## src/sv/cpu8eu_pkg.sv

```systemverilog
// Package for the 8-bit execute unit: operation kinds, register state type
// and shared helpers. No dependencies.
package cpu8eu_pkg;

  localparam int unsigned KindWidth = 6;

  typedef enum logic [KindWidth-1:0] {
    K_LDA = 6'd0,  K_LDX = 6'd1,  K_LDY = 6'd2,  K_TAX = 6'd3,  K_TAY = 6'd4,
    K_TXA = 6'd5,  K_TYA = 6'd6,  K_TSX = 6'd7,  K_TXS = 6'd8,  K_LAX = 6'd9,
    K_INX = 6'd10, K_INY = 6'd11, K_DEX = 6'd12, K_DEY = 6'd13,
    K_ADC = 6'd14, K_SBC = 6'd15, K_AND = 6'd16, K_ORA = 6'd17, K_EOR = 6'd18,
    K_CMP = 6'd19, K_CPX = 6'd20, K_CPY = 6'd21, K_BIT = 6'd22,
    K_ASL_M = 6'd23, K_LSR_M = 6'd24, K_ROL_M = 6'd25, K_ROR_M = 6'd26,
    K_ASL_A = 6'd27, K_LSR_A = 6'd28, K_ROL_A = 6'd29, K_ROR_A = 6'd30,
    K_INC = 6'd31, K_DEC = 6'd32,
    K_CLC = 6'd33, K_SEC = 6'd34, K_CLI = 6'd35, K_SEI = 6'd36, K_CLV = 6'd37,
    K_CLD = 6'd38, K_SED = 6'd39,
    K_SAX = 6'd40, K_LXA = 6'd41, K_SBX = 6'd42, K_DCP = 6'd43, K_ISB = 6'd44,
    K_SLO = 6'd45, K_RLA = 6'd46, K_SRE = 6'd47, K_RRA = 6'd48,
    K_ALR = 6'd49, K_ANC = 6'd50, K_ARR = 6'd51
  } kind_e;

  typedef struct packed {
    logic n;
    logic v;
    logic d;
    logic i;
    logic z;
    logic c;
  } flags_t;

  typedef struct packed {
    logic [7:0] a;
    logic [7:0] x;
    logic [7:0] y;
    logic [7:0] sp;
    flags_t     f;
  } cpu_state_t;

  typedef struct packed {
    logic [7:0] r;
    logic       c;
    logic       v;
  } add_t;

  function automatic add_t add8(logic [7:0] a, logic [7:0] b, logic cin);
    logic [8:0] s;
    add_t       o;
    s   = {1'b0, a} + {1'b0, b} + {8'b0, cin};
    o.r = s[7:0];
    o.c = s[8];
    o.v = (a[7] ~^ b[7]) & (a[7] ^ s[7]);
    return o;
  endfunction

  function automatic logic [7:0] pack_status(flags_t f);
    return {f.n, f.v, 1'b1, 1'b0, f.d, f.i, f.z, f.c};
  endfunction

endpackage

```

## src/sv/cpu8eu_alu.sv

```systemverilog
// Combinational execute logic: decodes one operation kind and computes the
// next register state and the memory write-back. Depends on cpu8eu_pkg.
module cpu8eu_alu (
  input  cpu8eu_pkg::cpu_state_t st_i,
  input  logic [cpu8eu_pkg::KindWidth-1:0] kind_i,
  input  logic [7:0]             operand_i,
  output cpu8eu_pkg::cpu_state_t st_o,
  output logic [7:0]             wdata_o,
  output logic                   wen_o
);

  always_comb begin
    cpu8eu_pkg::cpu_state_t nx;
    cpu8eu_pkg::add_t ad;
    logic [7:0] m;
    logic [7:0] t;
    logic [7:0] r;
    logic       ci;
    logic       upd_nz;
    nx      = st_i;
    m       = operand_i;
    ci      = st_i.f.c;
    ad      = cpu8eu_pkg::add8(st_i.a, m, ci);
    t       = 8'h00;
    r       = 8'h00;
    upd_nz  = 1'b0;
    wdata_o = 8'h00;
    wen_o   = 1'b0;
    unique case (cpu8eu_pkg::kind_e'(kind_i))
      cpu8eu_pkg::K_LDA: begin nx.a = m; r = m; upd_nz = 1'b1; end
      cpu8eu_pkg::K_LDX: begin nx.x = m; r = m; upd_nz = 1'b1; end
      cpu8eu_pkg::K_LDY: begin nx.y = m; r = m; upd_nz = 1'b1; end
      cpu8eu_pkg::K_TAX: begin nx.x = st_i.a; r = st_i.a; upd_nz = 1'b1; end
      cpu8eu_pkg::K_TAY: begin nx.y = st_i.a; r = st_i.a; upd_nz = 1'b1; end
      cpu8eu_pkg::K_TXA: begin nx.a = st_i.x; r = st_i.x; upd_nz = 1'b1; end
      cpu8eu_pkg::K_TYA: begin nx.a = st_i.y; r = st_i.y; upd_nz = 1'b1; end
      cpu8eu_pkg::K_TSX: begin nx.x = st_i.sp; r = st_i.sp; upd_nz = 1'b1; end
      cpu8eu_pkg::K_TXS: nx.sp = st_i.x;
      cpu8eu_pkg::K_LAX, cpu8eu_pkg::K_LXA: begin
        nx.a = m; nx.x = m; r = m; upd_nz = 1'b1;
      end
      cpu8eu_pkg::K_INX: begin r = st_i.x + 8'd1; nx.x = r; upd_nz = 1'b1; end
      cpu8eu_pkg::K_INY: begin r = st_i.y + 8'd1; nx.y = r; upd_nz = 1'b1; end
      cpu8eu_pkg::K_DEX: begin r = st_i.x - 8'd1; nx.x = r; upd_nz = 1'b1; end
      cpu8eu_pkg::K_DEY: begin r = st_i.y - 8'd1; nx.y = r; upd_nz = 1'b1; end
      cpu8eu_pkg::K_ADC, cpu8eu_pkg::K_SBC: begin
        ad = cpu8eu_pkg::add8(st_i.a, (kind_i == cpu8eu_pkg::K_SBC) ? ~m : m, ci);
        nx.a = ad.r; nx.f.c = ad.c; nx.f.v = ad.v; r = ad.r; upd_nz = 1'b1;
      end
      cpu8eu_pkg::K_AND: begin r = st_i.a & m; nx.a = r; upd_nz = 1'b1; end
      cpu8eu_pkg::K_ORA: begin r = st_i.a | m; nx.a = r; upd_nz = 1'b1; end
      cpu8eu_pkg::K_EOR: begin r = st_i.a ^ m; nx.a = r; upd_nz = 1'b1; end
      cpu8eu_pkg::K_CMP, cpu8eu_pkg::K_CPX, cpu8eu_pkg::K_CPY: begin
        if (kind_i == cpu8eu_pkg::K_CMP)      t = st_i.a;
        else if (kind_i == cpu8eu_pkg::K_CPX) t = st_i.x;
        else                                  t = st_i.y;
        ad = cpu8eu_pkg::add8(t, ~m, 1'b1);
        nx.f.c = ad.c; r = ad.r; upd_nz = 1'b1;
      end
      cpu8eu_pkg::K_BIT: begin
        nx.f.n = m[7]; nx.f.v = m[6]; nx.f.z = ((st_i.a & m) == 8'h00);
      end
      cpu8eu_pkg::K_ASL_M: begin
        r = {m[6:0], 1'b0}; nx.f.c = m[7]; upd_nz = 1'b1; wdata_o = r; wen_o = 1'b1;
      end
      cpu8eu_pkg::K_LSR_M: begin
        r = {1'b0, m[7:1]}; nx.f.c = m[0]; upd_nz = 1'b1; wdata_o = r; wen_o = 1'b1;
      end
      cpu8eu_pkg::K_ROL_M: begin
        r = {m[6:0], ci}; nx.f.c = m[7]; upd_nz = 1'b1; wdata_o = r; wen_o = 1'b1;
      end
      cpu8eu_pkg::K_ROR_M: begin
        r = {ci, m[7:1]}; nx.f.c = m[0]; upd_nz = 1'b1; wdata_o = r; wen_o = 1'b1;
      end
      cpu8eu_pkg::K_ASL_A: begin
        r = {st_i.a[6:0], 1'b0}; nx.f.c = st_i.a[7]; nx.a = r; upd_nz = 1'b1;
      end
      cpu8eu_pkg::K_LSR_A: begin
        r = {1'b0, st_i.a[7:1]}; nx.f.c = st_i.a[0]; nx.a = r; upd_nz = 1'b1;
      end
      cpu8eu_pkg::K_ROL_A: begin
        r = {st_i.a[6:0], ci}; nx.f.c = st_i.a[7]; nx.a = r; upd_nz = 1'b1;
      end
      cpu8eu_pkg::K_ROR_A: begin
        r = {ci, st_i.a[7:1]}; nx.f.c = st_i.a[0]; nx.a = r; upd_nz = 1'b1;
      end
      cpu8eu_pkg::K_INC: begin
        r = m + 8'd1; upd_nz = 1'b1; wdata_o = r; wen_o = 1'b1;
      end
      cpu8eu_pkg::K_DEC: begin
        r = m - 8'd1; upd_nz = 1'b1; wdata_o = r; wen_o = 1'b1;
      end
      cpu8eu_pkg::K_CLC: nx.f.c = 1'b0;
      cpu8eu_pkg::K_SEC: nx.f.c = 1'b1;
      cpu8eu_pkg::K_CLI: nx.f.i = 1'b0;
      cpu8eu_pkg::K_SEI: nx.f.i = 1'b1;
      cpu8eu_pkg::K_CLV: nx.f.v = 1'b0;
      cpu8eu_pkg::K_CLD: nx.f.d = 1'b0;
      cpu8eu_pkg::K_SED: nx.f.d = 1'b1;
      cpu8eu_pkg::K_SAX: begin wdata_o = st_i.a & st_i.x; wen_o = 1'b1; end
      cpu8eu_pkg::K_SBX: begin
        ad = cpu8eu_pkg::add8(st_i.a & st_i.x, ~m, 1'b1);
        nx.x = ad.r; nx.f.c = ad.c; r = ad.r; upd_nz = 1'b1;
      end
      cpu8eu_pkg::K_DCP: begin
        t = m - 8'd1; wdata_o = t; wen_o = 1'b1;
        ad = cpu8eu_pkg::add8(st_i.a, ~t, 1'b1);
        nx.f.c = ad.c; r = ad.r; upd_nz = 1'b1;
      end
      cpu8eu_pkg::K_ISB: begin
        t = m + 8'd1; wdata_o = t; wen_o = 1'b1;
        ad = cpu8eu_pkg::add8(st_i.a, ~t, ci);
        nx.a = ad.r; nx.f.c = ad.c; nx.f.v = ad.v; r = ad.r; upd_nz = 1'b1;
      end
      cpu8eu_pkg::K_SLO: begin
        t = {m[6:0], 1'b0}; nx.f.c = m[7]; wdata_o = t; wen_o = 1'b1;
        r = st_i.a | t; nx.a = r; upd_nz = 1'b1;
      end
      cpu8eu_pkg::K_RLA: begin
        t = {m[6:0], ci}; nx.f.c = m[7]; wdata_o = t; wen_o = 1'b1;
        r = st_i.a & t; nx.a = r; upd_nz = 1'b1;
      end
      cpu8eu_pkg::K_SRE: begin
        t = {1'b0, m[7:1]}; nx.f.c = m[0]; wdata_o = t; wen_o = 1'b1;
        r = st_i.a ^ t; nx.a = r; upd_nz = 1'b1;
      end
      cpu8eu_pkg::K_RRA: begin
        t = {ci, m[7:1]}; wdata_o = t; wen_o = 1'b1;
        ad = cpu8eu_pkg::add8(st_i.a, t, m[0]);
        nx.a = ad.r; nx.f.c = ad.c; nx.f.v = ad.v; r = ad.r; upd_nz = 1'b1;
      end
      cpu8eu_pkg::K_ALR: begin
        t = st_i.a & m; nx.f.c = t[0];
        r = {1'b0, t[7:1]}; nx.a = r; upd_nz = 1'b1;
      end
      cpu8eu_pkg::K_ANC: begin
        r = st_i.a & m; nx.a = r; nx.f.c = r[7]; upd_nz = 1'b1;
      end
      cpu8eu_pkg::K_ARR: begin
        t = st_i.a & m;
        r = {ci, t[7:1]}; nx.a = r; upd_nz = 1'b1;
        nx.f.c = r[6]; nx.f.v = r[6] ^ r[5];
      end
      default: ;
    endcase
    if (upd_nz) begin
      nx.f.z = (r == 8'h00);
      nx.f.n = r[7];
    end
    st_o = nx;
  end

endmodule

```

## src/sv/cpu8_execute_unit.sv

```systemverilog
// Top level of the 8-bit execute unit: input register, architectural state
// and result register around cpu8eu_alu. Depends on cpu8eu_pkg, cpu8eu_alu.
//
//  channel | handshake              | payload
//  --------+------------------------+-------------------------------------------
//  in      | in_valid_i, in_ready_o | kind_i, operand_i
//  out     | out_valid_o, out_ready_i | write_data_o, write_enable_o, acc_out_o,
//          |                        | index_x_out_o, index_y_out_o, status_out_o
//
// One item per cycle while out_ready_i holds; items pass the input register, then
// execute into the result register, where the A/X/Y/SP/flags update lands too.
// Reset clears A, X, Y, SP and all flags but I (status reads 0x24).
// A stalled result holds the result register; the input register still takes
// one more item, and in_ready_o drops only when both stages are full.
module cpu8_execute_unit (
  input  logic       clk_i,
  input  logic       rst_ni,
  input  logic       in_valid_i,
  output logic       in_ready_o,
  input  logic [5:0] kind_i,
  input  logic [7:0] operand_i,
  output logic       out_valid_o,
  input  logic       out_ready_i,
  output logic [7:0] write_data_o,
  output logic       write_enable_o,
  output logic [7:0] acc_out_o,
  output logic [7:0] index_x_out_o,
  output logic [7:0] index_y_out_o,
  output logic [7:0] status_out_o
);

  logic                   in_valid_q;
  logic [5:0]             kind_q;
  logic [7:0]             operand_q;
  cpu8eu_pkg::cpu_state_t st_q, st_d;
  logic                   out_valid_q;
  logic [7:0]             wdata_q, wdata_d;
  logic                   wen_q, wen_d;
  logic                   advance;
  logic                   in_fire;

  assign advance    = in_valid_q & (~out_valid_q | out_ready_i);
  assign in_ready_o = ~in_valid_q | advance;
  assign in_fire    = in_valid_i & in_ready_o;

  cpu8eu_alu u_alu (
    .st_i      (st_q),
    .kind_i    (kind_q),
    .operand_i (operand_q),
    .st_o      (st_d),
    .wdata_o   (wdata_d),
    .wen_o     (wen_d)
  );

  always_ff @(posedge clk_i or negedge rst_ni) begin
    if (!rst_ni) begin
      in_valid_q  <= 1'b0;
      out_valid_q <= 1'b0;
      st_q        <= '{a: 8'h00, x: 8'h00, y: 8'h00, sp: 8'h00,
                       f: '{n: 1'b0, v: 1'b0, d: 1'b0, i: 1'b1, z: 1'b0, c: 1'b0}};
    end else begin
      if (in_ready_o) in_valid_q <= in_valid_i;
      if (advance) begin
        out_valid_q <= 1'b1;
        st_q        <= st_d;
      end else if (out_ready_i) begin
        out_valid_q <= 1'b0;
      end
    end
  end

  always_ff @(posedge clk_i) begin
    if (in_fire) begin
      kind_q    <= kind_i;
      operand_q <= operand_i;
    end
    if (advance) begin
      wdata_q <= wdata_d;
      wen_q   <= wen_d;
    end
  end

  assign out_valid_o    = out_valid_q;
  assign write_data_o   = wdata_q;
  assign write_enable_o = wen_q;
  assign acc_out_o      = st_q.a;
  assign index_x_out_o  = st_q.x;
  assign index_y_out_o  = st_q.y;
  assign status_out_o   = cpu8eu_pkg::pack_status(st_q.f);

endmodule
```

## config.mk

```make
export PLATFORM = sky130hd
export DESIGN_NAME = cpu8_execute_unit
export DESIGN_NICKNAME = d
export VERILOG_FILES = /design/src/sv/cpu8eu_pkg.sv /design/src/sv/cpu8eu_alu.sv /design/src/sv/cpu8_execute_unit.sv
export SDC_FILE = /design/constraint.sdc
export NUM_CORES = 1
export LEC_CHECK = 0
export BUFFER_PORTS_ARGS = -buffer_cell sky130_fd_sc_hd__buf_2
export CORE_MARGIN = 10
export CORE_UTILIZATION = 25
export DETAILED_ROUTE_END_ITERATION = 10
export HOLD_SLACK_MARGIN = 0.1
export PLACE_DENSITY = 0.45
export SLEW_MARGIN = 20
export SYNTH_ARGS = -nofsm -noshare
export SYNTH_HDL_FRONTEND = slang
export SYNTH_SLANG_ARGS = --single-unit
```

## constraint.sdc

```tcl
create_clock -name clk_i -period 3.84 [get_ports clk_i]
set_input_delay 0.768 -clock clk_i [delete_from_list [all_inputs] [get_ports clk_i]]
set_output_delay 0.768 -clock clk_i [all_outputs]
set_load 0.05 [all_outputs]
```

==> results of run 1 <==
## metal layers
layer  track usage, %  vias to the layer above  wire length (µm)
li1                 -                     4100                 -
met1             26.1                     4394             17700
met3             4.12                       76              3880
met4             5.89                        0              1140
met5                0                        -                 0
met2             30.3                      514             18300
## worst max path at each step
stage / depth (start not counted) / end / start
2_1_floorplan: 18 / status_out_o[1] / kind_q[5]
3_3_place_gp: 17 / status_out_o[1] / kind_q[4]
3_5_place_dp: 17 / status_out_o[1] / kind_q[4]
4_1_cts: 17 / status_out_o[1] / kind_q[4]
5_1_grt: 16 / status_out_o[1] / kind_q[2]
6_report: 14 / acc_out_o[7] / operand_q[0]
## critical path: stages, from the launching register on
cell and delay [ns]:
edfxtp_1 0.37, inv_1 0.15, ha_1 0.50, inv_1 0.14
ha_1 0.30, a211oi_1 0.28, o21bai_1 0.12, a21oi_1 0.24
o21ai_0 0.12, buf_4 0.16, xor2_1 0.14, a21oi_1 0.14
o221ai_1 0.28, a221oi_1 0.34, a31oi_1 0.12
## final cells by class
cell class | instances | area (µm²) | share of cell area (%)
multi-input cells | 850 | 6030 | 61.3
repair buffers | 162 | 1080 | 11.0
well taps | 442 | 553 | 5.62
inverters | 45 | 169 | 1.72
clock inverters | 2 | 10.0 | 0.102
clock buffers | 14 | 297 | 3.01
flip-flops and latches | 63 | 1690 | 17.2
## flip-flops by register name, summed over array words and instances (netlist names), 6 cells and up
register / flops
operand_q: 8
index_x_out_o: 8
kind_q: 6
index_y_out_o: 8
status_out_o: 6
write_data_o: 8
st_q: 8
acc_out_o: 8
## logic make-up (layout without fill, tap and decap cells)
kind of cell               Yosys count  count (layout)  share of synthesized area (%)
xor gates and xnor gates            62              62                           6.58
buffers and inverters              143             223                           8.62
AOI/OAI and AO/OA                  329             329                           27.7
muxes                               16              16                           2.02
adders and majority gates           79              79                           12.6
DFF                                 63              63                           20.2
and+or+nand+nor                    362             362                           22.2
other                                2               2                         0.0897
## repair_timing
action,in CTS,in global routing
setup buffers,0,4
resized for setup,0,14
endpoints found under the setup margin,0,2
## through the flow
stage / instances / worst slack, ns / power (µW) / hold WS [ns]
6_report: 1578 / 0.302 / 6640 / 0.476
4_1_cts: 1574 / 0.128 / 6580 / 0.487
2_1_floorplan: 1056 / 0.0280 / 4300 / 0.450
3_3_place_gp: 1558 / 0.108 / 5680 / 0.475
5_1_grt: 1578 / 0.0121 / 7050 / 0.510
3_5_place_dp: 1558 / 0.148 / 5670 / 0.481
## cell usage in the layout, fill, tap and decap left out, types with 9 or more instances in the layout
cell type,synthesis,routed
buf_4,39,103
nor2_1,99,97
nand2_1,82,81
a21oi_1,71,70
ha_1,68,68
buf_2,13,58
o21ai_0,48,48
inv_1,44,44
xnor2_1,40,39
dfrtp_1,39,39
nand3_1,31,30
a221oi_1,30,30
nor3_1,27,26
edfxtp_1,23,23
xor2_1,21,21
o22ai_1,16,16
a31oi_1,16,16
nand2b_1,14,14
nor2b_1,16,14
and3_1,13,13
a211oi_1,13,12
o211ai_1,12,12
and2_1,11,11
a221o_1,11,11
clkbuf_16,0,11
o221ai_1,10,10
mux2i_1,9,9
a22o_1,9,9
o21bai_1,9,9
fa_1,9,9
## power breakdown
group	internal, µW	switching, µW
combinational	1600	2940
clock	533	353
sequential	879	342
total	3010	3640
==> impl_results.md, run 1 <==
* Worst Clk Skew at 0.0146 ns
* Number of flops mapped to enable cells by yosys at 23
* Post-synthesis sequential area ratio at 20.2%
* Synthesis warning total at 0
* TritonCTS clock tree: done
* I/O pins at 61
* Antenna diodes at 0
* Overflow after GRT at 0
* Number of CTS-inserted buffers at 9
* Initial antenna violation count at 0
* Post-synth top flop: dfrtp_1
* Post-DP HPWL at 31,600 µm
* Dpl cell area at 9440 µm²
* Mapped Area at 8370 µm²
* Fin crit share at 92.1%
* Lkg Pwr at 0.00403 µW
* RSZ-0062 raised after global routing: no
* H-Tree Depth at 3
* #FFs+latches synth at 63
* Drt drc at 0
* Post-synth top cells: nor2_1 (99), nand2_1 (82), a21oi_1 (71), ha_1 (68), o21ai_0 (48)
* Routed Antenna Nets at 0
* Reg2Reg Setup Slack at 0.30 ns
* Worst r2r path cells at 14
* Vias in the first global route at 8,589
* Reg2reg start: operand_q[0]
* PortBufs at 58
* Setup Viol. Count Final at 0
* Die Span Y at 203 µm
* Initial core utilization at 25.5%
* Crit path launch type: flop
* DR iter-0 viols at 1,328
* Max VDD drop at 0.248 mV
* Vias per cell at 5.76
* Yosys cell types at 91
* Async S/R FF share, synth at 63.5%
* First-pass GRT wire length at 59,800 µm
* Core area at 32,800 µm²
* FP Rows at 66
* Clock Latency Late Sink at 0.36 ns
* Crit-path max FO at 6
* Synth area leader: dfrtp_1
* Mean Syn Cell Area at 7.93 µm²
* Setup CP Type: reg -> reg
* CP arrival at 3.77 ns
* Setup TNS at 0 ns
* Cells after synthesis at 1,056
* Drt wl/cell at 26.0 µm
* Top cell type's share of synthesized area at 11.7%
* Synth area leaders: dfrtp_1 (12%), ha_1 (10%), edfxtp_1 (8.2%), nor2_1 (4.4%), a21oi_1 (4.2%)
* Design Area, Final at 9840 µm²
* Clock transition at path regs at 0.06 ns
* CP required at 4.07 ns
* Fill cells at 3,576
* Post-layout util at 30.0%
* Slew Viols, Final at 0
* Vias at 9,084
* Drt pass-1 iters at 6
* Global placer's final weighted congestion at 0.956
* Area grow syn2layout at 17.5%
* Max Freq at 283 MHz
* Die Wd at 203 µm
* DIE AREA at 41,200 µm²
* Tmin final at 3.54 ns
* FF-to-FF End: acc_out_o[7]
* Status: complete, no violations
* Slew @ Worst Pin at 0.996 ns
* Nets at 1,226
* Hold_buf cts at 0
* Final Hold Fails at 0
* Power per cell area at 675 nW/µm²
* Largest buffer count on any clock path at 2
* Root Driver: clkbuf_16
* Slew margin rel. at 33.5%
* Total of max-cap violations at 0
* HP Class: in -> async
* # clock sinks at 63
* Top-count cell post-synth: nor2_1
* Fraction of layout cells with a size suffix above 1 at 19.8%
* Largest net degree at the start of global routing at 35
* DRT Wirelength at 41,000 µm
* Total track usage at 19.4%
* CP endpoint kind: flop
* Syn_nets at 1,151
No activity file was read; power rests on OpenSTA's default activity.
==> run 2: changes to the inputs <==
Settings changed: ABC_AREA set to 1.
==> run 2 against run 1 <==
  * Clock skew up 0.0054 ns
  * Via count increased by 16%
  * Fmax decreased by 0.60%
  * Critical endpoint is now status_out_o[1]
==> impl_results.md, run 2 <==
* CP required at 4.15 ns (+0.08 ns)
* Cells after synthesis at 1,429 (+35%)
* DRT Wirelength at 47,600 µm (+16%)
* Post-synth top cells: nand2_1 (381), nor2_1 (157), nand3_1 (146), inv_1 (137), o21ai_0 (86)
* Initial core utilization at 25.5% (-0.058 points)
* Top-count cell post-synth: nand2_1
* Yosys cell types at 56 (-38%)
* Setup Buffers After CTS at 0 (unchanged)
* Max Freq at 281 MHz (-0.60%)
* DIE AREA at 43,400 µm² (+5.3%)
* Worst r2r path cells at 19 (+5)
* Lkg Pwr at 0.00516 µW (+28%)
* HP Class: in -> async
* Mean Syn Cell Area at 6.21 µm² (-22%)
* Status: complete, no violations
* Total of max-cap violations at 0 (unchanged)
* Fraction of layout cells with a size suffix above 1 at 14.2% (-5.6 points)
* Drt drc at 0 (unchanged)
* Clock Latency Late Sink at 0.38 ns (+0.02 ns)
* Slew margin rel. at 43.3% (+9.9 points)
* RSZ-0062 raised after global routing: no
* Fill cells at 3,933 (+10%)
* H-Tree Depth at 3 (unchanged)
* Power per cell area at 648 nW/µm² (-4.0%)
* Synth area leader: nand2_1
* Area grow syn2layout at 14.3%
* Synth area leaders: nand2_1 (16%), dfrtp_1 (11%), ha_1 (9.6%), nand3_1 (8.2%), edfxtp_1 (7.8%)
* Overflow after GRT at 0 (unchanged)
* Routed Antenna Nets at 0 (unchanged)
* Most common cell after layout, fill and taps aside: nand2_1
* Top cell type's share of synthesized area at 16.1% (+4.5 points)
* Die Span Y at 208 µm (+2.6%)
* Crit-path max FO at 7 (+1)
* Number of CTS-inserted buffers at 9 (unchanged)
* CP endpoint kind: flop
* Tmin final at 3.56 ns (+0.0215 ns)
* CP arrival at 3.87 ns (+0.10 ns)
* Global placer's final weighted congestion at 0.990 (+3.5%)
* TritonCTS clock tree: done
* Post-synth top flop: dfrtp_1
* Max VDD drop at 0.382 mV (+54%)
* Setup Viol. Count Final at 0 (unchanged)
* Design Area, Final at 10,100 µm² (+3.1%)
* Drt pass-1 iters at 5 (-1)
* Setup CP Type: reg -> reg
* I/O pins at 61 (unchanged)
* First-pass GRT wire length at 69,200 µm (+16%)
* Antenna diodes at 0 (unchanged)
* Nets at 1,596 (+30%)
* Crit path launch type: flop
* Post-DP HPWL at 38,100 µm (+21%)
* #FFs+latches synth at 63 (unchanged)
* Setup TNS at 0 ns (unchanged)
* Vias per cell at 5.38 (-6.5%)
* Dpl cell area at 9810 µm² (+3.8%)
* PortBufs at 58 (unchanged)
* Worst Clk Skew at 0.0200 ns (+0.00537 ns)
* Post-synthesis sequential area ratio at 19.1% (-1.1 points)
* Vias at 10,600 (+16%)
* Fin crit share at 92.7% (+0.56 points)
* Mapped Area at 8870 µm² (+5.9%)
* DR iter-0 viols at 1,200 (-9.6%)
* Async S/R FF share, synth at 63.5% (unchanged)
* Synthesis warning total at 0 (unchanged)
* Initial antenna violation count at 1 (+1)
* Core area at 34,800 µm² (+6.1%)
* Number of flops mapped to enable cells by yosys at 23 (unchanged)
* Die Wd at 208 µm (+2.6%)
* FP Rows at 68 (+3.0%)
* # clock sinks at 63 (unchanged)
* Most frequent cells in the layout: nand2_1 (381), nor2_1 (156), nand3_1 (146), inv_1 (137), o21ai_0 (85)
* Slew Viols, Final at 0 (unchanged)
* Drt wl/cell at 24.3 µm (-6.7%)
* Vias in the first global route at 10,100 (+17%)
* Total track usage at 21.1% (+1.8 points)
* Root Driver: clkbuf_16
* Largest buffer count on any clock path at 2 (unchanged)
* Largest net degree at the start of global routing at 23 (-34%)
* Syn_nets at 1,524 (+32%)
* Slew @ Worst Pin at 0.850 ns (-0.146 ns)
* Final Hold Fails at 0 (unchanged)
* Clock transition at path regs at 0.07 ns (about the same)
[run 2: changes by cell type in the layout (fill, tap and decap cells not counted), sizes merged, moves of 13 or more]
cell | before | now
xnor2 | 41 | 2
nand3 | 31 | 149
and3 | 13 | 0
o21ai | 52 | 96
nand2 | 83 | 397
nor2b | 16 | 0
nor2 | 101 | 170
nand2b | 14 | 0
nand4 | 8 | 22
a221oi | 30 | 4
buf | 162 | 123
inv | 44 | 165
and2 | 13 | 0
[run 2: report_power, final]
group          switching [µW]  total, µW  internal (µW)
clock network             367        936            569
registers                 395       1300            901
logic                    3080       4340           1250
total                    3850       6570           2720
[run 2: final timing paths]
kind	startpoint	endpoint	slack (ns)
worst min-delay path	rst_ni	index_y_out_o[4]	0.41
max in group asynchronous	rst_ni	status_out_o[2]	2.63
worst max-delay path	kind_q[0]	status_out_o[1]	0.28
min in group clk_i	st_q[8]	st_q[8]	0.49
worst max register to register	kind_q[0]	status_out_o[1]	0.28
worst min register to register	st_q[8]	st_q[8]	0.49
[run 2: metal layers]
layer / track usage (%) / wire length [µm]
met1: 28.5 / 20800
met5: 0 / 12
met2: 31.7 / 20300
met4: 10.1 / 2280
met3: 4.00 / 4230
[run 2: cells by family after synthesis]
logic type | synth area share (%)
buffers and inverters | 11.9
xor gates and xnor gates | 2.57
DFF | 19.1
adders and majority gates | 11.6
other | 0.0847
AOI/OAI and AO/OA | 16.1
and+or+nand+nor | 38.6
[run 2: worst max-delay path, cell delays in order, from the launching register on]
cell and delay (ns):
edfxtp_1 0.36, buf_4 0.18, nand2_2 0.11, nor2_1 0.15
nand2_1 0.12, xor2_1 0.17, fa_2 0.40, inv_1 0.12
fa_1 0.46, nand2_1 0.10, nand3_1 0.08, nor2_1 0.12
nand2_1 0.07, nor2_1 0.18, nand3_1 0.10, nor2_1 0.22
nand3_1 0.16, nor2_1 0.17, nand4_1 0.12, a21oi_2 0.12
[run 2: area by class of cell]
cell class	instances	area [µm²]	share of cell area, %
Timing Repair Buffer	123	778	7.68
Multi-Input combinational cell	1132	6120	60.4
Clock buffer	15	320	3.16
Inverter	172	646	6.37
Clock inverter	1	5.00	0.0494
Tap cell	455	569	5.62
Sequential cell	63	1690	16.7
[run 2: what timing repair did]
action | 4_1_cts | 5_1_grt
hold endpoints to repair | 0 | 0
resized for setup | 0 | 3
endpoints found under the setup margin | 0 | 3
hold buffers | 0 | 0
[run 2: through the flow]
step	power [µW]	utilization, %	hold WS [ns]	worst slack (ns)	std cells
2_1_floorplan	4140	-	0.450	0.519	1429
3_3_place_gp	5560	28.2	0.471	0.319	1945
3_5_place_dp	5520	28.2	0.483	0.278	1945
4_1_cts	6490	29.1	0.423	0.267	1961
5_1_grt	6970	29.1	0.446	0.0418	1961
6_report	6570	29.1	0.413	0.281	1961
